$ cat src/rtl/rgbd_pkg.sv
// ----------------------------------------------------------------------------
// rgbd_pkg
// Shared widths, configuration codes and the command/status types that join
// the controller and the datapath of the RGB block-mean downsampler.
// ----------------------------------------------------------------------------
package rgbd_pkg;

    // Default sizing of the line store and of the block factors.
    localparam int DEF_MAX_WIDTH  = 512;
    localparam int DEF_MAX_FACTOR = 16;

    // Pixel channel width.
    localparam int PIX_W = 8;

    // Configuration port and register widths.
    localparam int CFG_IDX_W  = 2;
    localparam int CFG_DATA_W = 10;
    localparam int FACTOR_W   = 5;
    localparam int FWIDTH_W   = 10;

    // Register indexes.
    localparam logic [CFG_IDX_W-1:0] CFG_FACTOR_X    = 2'd0;
    localparam logic [CFG_IDX_W-1:0] CFG_FACTOR_Y    = 2'd1;
    localparam logic [CFG_IDX_W-1:0] CFG_FRAME_WIDTH = 2'd2;

    // Register values after reset.
    localparam logic [FACTOR_W-1:0] FACTOR_RST = 5'd1;
    localparam logic [FWIDTH_W-1:0] FWIDTH_RST = 10'd512;

    // Commands from the controller to the datapath.
    typedef struct packed {
        logic init;    // restart counters and the reciprocal divider
        logic step;    // one bit of the reciprocal division
        logic accept;  // take the input word and read its column sum
        logic acc;     // add the pixel and write the column sum back
        logic mul;     // multiply the block sums by the reciprocal
        logic load;    // load the output register
    } t_ctrl_cmd;

    // Status from the datapath to the controller.
    typedef struct packed {
        logic restart;   // a configuration register was written
        logic in_block;  // the current pixel lies in a whole block
        logic emit;      // the pixel in flight completes its block
        logic out_free;  // the output register can take a word
    } t_ctrl_sts;

endpackage

$ cat src/rtl/rgbd_ctrl.sv
// ----------------------------------------------------------------------------
// rgbd_ctrl
// Controller of the downsampler: runs the reciprocal setup after reset and
// after each register write, then sequences each pixel of a whole block
// through read and accumulate, and the last pixel of a block on through multiply and output.
// ----------------------------------------------------------------------------
module rgbd_ctrl import rgbd_pkg::*; #(
    parameter int DIV_STEPS = 25
) (
    input  logic      i_clk,
    input  logic      i_rst_n,
    input  logic      i_in_valid,
    output logic      o_in_stall,
    input  t_ctrl_sts i_sts,
    output t_ctrl_cmd o_cmd
);

    localparam int CNT_W = $clog2(DIV_STEPS + 1);

    localparam logic [2:0] ST_PREP = 3'd0;
    localparam logic [2:0] ST_IDLE = 3'd1;
    localparam logic [2:0] ST_ACC  = 3'd2;
    localparam logic [2:0] ST_MUL  = 3'd3;
    localparam logic [2:0] ST_OUT  = 3'd4;

    logic [2:0]       r_state;
    logic [2:0]       n_state;
    logic [CNT_W-1:0] r_cnt;
    logic [CNT_W-1:0] n_cnt;

    // Next state and commands.
    always_comb begin
        n_state = r_state;
        n_cnt   = r_cnt;
        o_cmd   = '0;
        unique case (r_state)
            ST_PREP: begin
                // First cycle loads the divider, the rest shift one bit each.
                if (r_cnt == '0) begin
                    o_cmd.init = 1'b1;
                end else begin
                    o_cmd.step = 1'b1;
                end
                if (r_cnt == CNT_W'(DIV_STEPS)) begin
                    n_state = ST_IDLE;
                end else begin
                    n_cnt = r_cnt + 1'b1;
                end
            end
            ST_IDLE: begin
                if (i_in_valid) begin
                    o_cmd.accept = 1'b1;
                    if (i_sts.in_block) begin
                        n_state = ST_ACC;
                    end
                end
            end
            ST_ACC: begin
                o_cmd.acc = 1'b1;
                n_state   = i_sts.emit ? ST_MUL : ST_IDLE;
            end
            ST_MUL: begin
                o_cmd.mul = 1'b1;
                n_state   = ST_OUT;
            end
            ST_OUT: begin
                if (i_sts.out_free) begin
                    o_cmd.load = 1'b1;
                    n_state    = ST_IDLE;
                end
            end
            default: begin
                n_state = ST_PREP;
                n_cnt   = '0;
            end
        endcase
        // A register write starts a new frame and a new reciprocal.
        if (i_sts.restart) begin
            n_state = ST_PREP;
            n_cnt   = '0;
        end
    end

    // State registers.
    always_ff @(posedge i_clk) begin
        if (!i_rst_n) begin
            r_state <= ST_PREP;
            r_cnt   <= '0;
        end else begin
            r_state <= n_state;
            r_cnt   <= n_cnt;
        end
    end

    assign o_in_stall = (r_state != ST_IDLE);

endmodule

$ cat config.mk
export PLATFORM = sky130hd
export DESIGN_NAME = rgbd_ctrl
export DESIGN_NICKNAME = d
export VERILOG_FILES = /design/src/rtl/rgbd_pkg.sv /design/src/rtl/rgbd_ctrl.sv
export SDC_FILE = /design/constraint.sdc
export NUM_CORES = 1
export LEC_CHECK = 0
export BUFFER_PORTS_ARGS = -buffer_cell sky130_fd_sc_hd__buf_2
export CORE_AREA = 5 5 42 44
export CTS_CLUSTER_DIAMETER = 150
export DETAILED_ROUTE_END_ITERATION = 8
export DIE_AREA = 0 0 47 49
export PLACE_DENSITY = 0.65
export SLEW_MARGIN = 40
export SYNTH_ARGS = -nofsm -noshare
export SYNTH_HDL_FRONTEND = slang
export SYNTH_SLANG_ARGS = --single-unit
$ cat constraint.sdc
create_clock -name i_clk -period 1.61 [get_ports i_clk]
set_clock_uncertainty 0.15 [all_clocks]
set_input_delay 0.0805 -clock i_clk [delete_from_list [all_inputs] [get_ports i_clk]]
set_output_delay 0.0805 -clock i_clk [all_outputs]
set_load 0.03 [all_outputs]
==> out/metrics.cfg <==
[outcome]
status = complete, but fails checks
violations = setup timing

[global_route]
grt.total_usage_pct = 14.2
grt_max_degree = 14
grt_remaining_overflow = 0
grt_pass1_wl_um = 2380
antenna_found_initial = 0
grt_pass1_vias = 543

[clock_network]
clockBufferDepth = 2
clk_pin_slew_worst_paths_ns = 0.06
worstSkewPairLatency_ns = 0.25
cts_buffers = 3
clock-sinks = 8
cts_root_buffer = clkbuf_4
cts_tree = built
htreeDepth = 1

[worst_hold_path]
hold_path.startpoint = i_sts[1]
hold_path_depth = 5
hold_path_end = r_state[1]
hp-class = in2reg

[die]
initial_core_util_pct = 39.6
dieArea_um2 = 2300
io_pins = 14
row_count = 14
die_w_um = 47
die_h_um = 49
core_area_um2 = 1400

[synth]
synth.yosys.warnings = 0
synth_nets = 86
avgSynthCellArea_um2 = 7.29
synth_most_common_cell = nand2_1
synth.area.top_cells = dfxtp_1 29%, ha_1 6.8%, nand2_1 6.8%, nor2_1 4.7%, a21oi_1 4.5%
netlist.area_leader.share_pct = 28.9
yosysUniqueCellTypes = 32
synth_edf_count = 0
synthCells = 76
ys_top_cells_by_count = 10 x nand2_1, 8 x dfxtp_1, 7 x nor2_1, 6 x inv_1, 5 x a21oi_1
ys.flop_type = dfxtp_1
yosysTopAreaCell = dfxtp_1
ys_seq_area_share_pct = 28.9
synth-seq-cells = 8
async_flop_share_pct = 0
netlist_area_um2 = 554

[timing]
slew_headroom_pct = 77.5
period_needed_ns = 1.62
finalCritPeriodShare_pct = 101
finalSetupViolCount = 3
final.setup.worst_slack_ns = -0.0114
worst_slew_pin_slew_ns = 0.334
hold_viol = 0
hold_ws_ns = 0.0474
finalMaxSlewViolations = 0
fmax_ghz = 0.617
rsz0062_at_grt = true

[power]
power.density_nw_per_um2 = 567
leakagePower_nw = 0.339
ir_worst_vdd_uv = 325

[routing]
routed_wl_um = 1410
top_layer_used = met4
vias = 589
dr_wl_met2_um = 725
first_iter_violations = 12
vias_per_cell = 5.31
met1_length_um = 629
drcViolationCount = 0
drt_pass1_iterations = 4
met3_length_um = 44
routedWlPerCell_um = 12.7
ant_nets = 0

[worst_setup_path]
crit_type = reg2reg
endpoint_kind = register
start_kind = register
critPathMaxStageDelay_ns = 0.35
r2r.worst_path.cells = 6
crit_path_max_fanout = 5
rr_endpoint = r_cnt[0]
rrSetupSlack_ns = -0.01
path_cells = buf_4 > ha_1 > and4b_2 > o31a_1 > nand2_1 > a21oi_1
timing.rr.start = r_cnt[0]
worst_path_max_delay_cell = dfxtp_4
critPathBufInv = 1
crit_family = flip-flops
critPathRequiredTime_ns = 1.59
worstPathArrival_ns = 1.60

[finish]
finish.utilization_pct = 54.8
final_nets = 107
antenna_cells = 0
fillers = 143
drive_above_1_share_pct = 40.0
area_growth_pct = 38.6
stdcell_count = 111

[job]
max_cap_violations = 0

[placement]
dp.cells = 105
dp_hpwl_um = 909
pre_cts_ws_ns = 0.0846
gp_congestion = 0.840
io_buffers = 13

[sequential cells by signal (all words and copies together) (netlist names)]
register,cells
r_cnt,5
r_state,3
[repair_timing]
item                       in CTS  in global routing
setup buffers                   1                  1
setup endpoints to repair       3                  8
hold buffers                    1                  0
gates cloned                    0                  0
hold endpoints to repair        1                  0
pin swaps                       1                  3
gates resized for setup         9                 10
[through the flow]
| step | cell area (µm²) | setup TNS [ns] | power [mW] |
|---|---|---|---|
| floorplan | 561 | 0 | 0.237 |
| global placement | 658 | 0 | 0.256 |
| detailed placement | 658 | 0 | 0.257 |
| CTS | 733 | -0.0286 | 0.433 |
| global route | 768 | -0.328 | 0.465 |
| finish | 768 | -0.0223 | 0.435 |
[final cells by class]
type                    count  area (µm²)  area share, %
multi-input cells          57         395           51.5
well taps                  16        20.0           2.61
inverters                   6        25.0           3.26
flip-flops and latches      8         169           22.0
clock buffers               3        22.5           2.93
repair buffers             21         136           17.8
[worst reg2reg max path, stage by stage (launching register included)]
cell,delay [ns]
dfxtp_4,0.35
buf_4,0.15
ha_1,0.19
and4b_2,0.25
o31a_1,0.27
nand2_1,0.08
a21oi_1,0.06
[per-layer routing]
metal  vias up  global-route usage, %
met5         -                      0
met4         0                   8.29
met3         2                   2.21
met2        11                   21.7
met1       269                   18.1
li1        307                      -
[worst max path at each step]
stage	depth (start not counted)	to	start	slack [ns]
5_1_grt	6	o_cmd[4]	r_cnt[1]	-0.09
6_report	6	r_cnt[0]	r_cnt[0]	-0.01
4_1_cts	6	o_cmd[4]	r_cnt[0]	-0.03
3_5_place_dp	6	o_cmd[4]	r_cnt[0]	0.08
3_3_place_gp	6	o_cmd[4]	r_cnt[0]	0.1
2_1_floorplan	3	o_cmd[2]	r_state[2]	0.05
[where the power goes]
group	total, mW	internal, mW	switching, mW
Combinational	0.0708	0.0372	0.0336
Sequential	0.202	0.200	0.00241
Clock	0.162	0.0859	0.0762
[cells in the final DEF, fill, tap and decap left out, drive strengths merged, types with 3 or more instances in the layout]
master,count
o21ai,4
buf,20
inv,6
nand2,10
dfxtp,8
nor3,4
clkbuf,3
nor2,8
a21oi,6
ha,3
[cells by family (layout without fill, tap and decap cells)]
| kind of cell | Yosys count | in the layout | share of synthesized area (%) |
|---|---|---|---|
| adder cells (fa/ha/maj) | 3 | 3 | 6.77 |
| AND/OR/NAND/NOR | 37 | 37 | 35.0 |
| flip-flops | 8 | 8 | 28.9 |
| buffers and inverters | 11 | 30 | 8.58 |
| AO/OA/AOI/OAI | 17 | 17 | 20.8 |
Power figures use the tool's default switching activity.
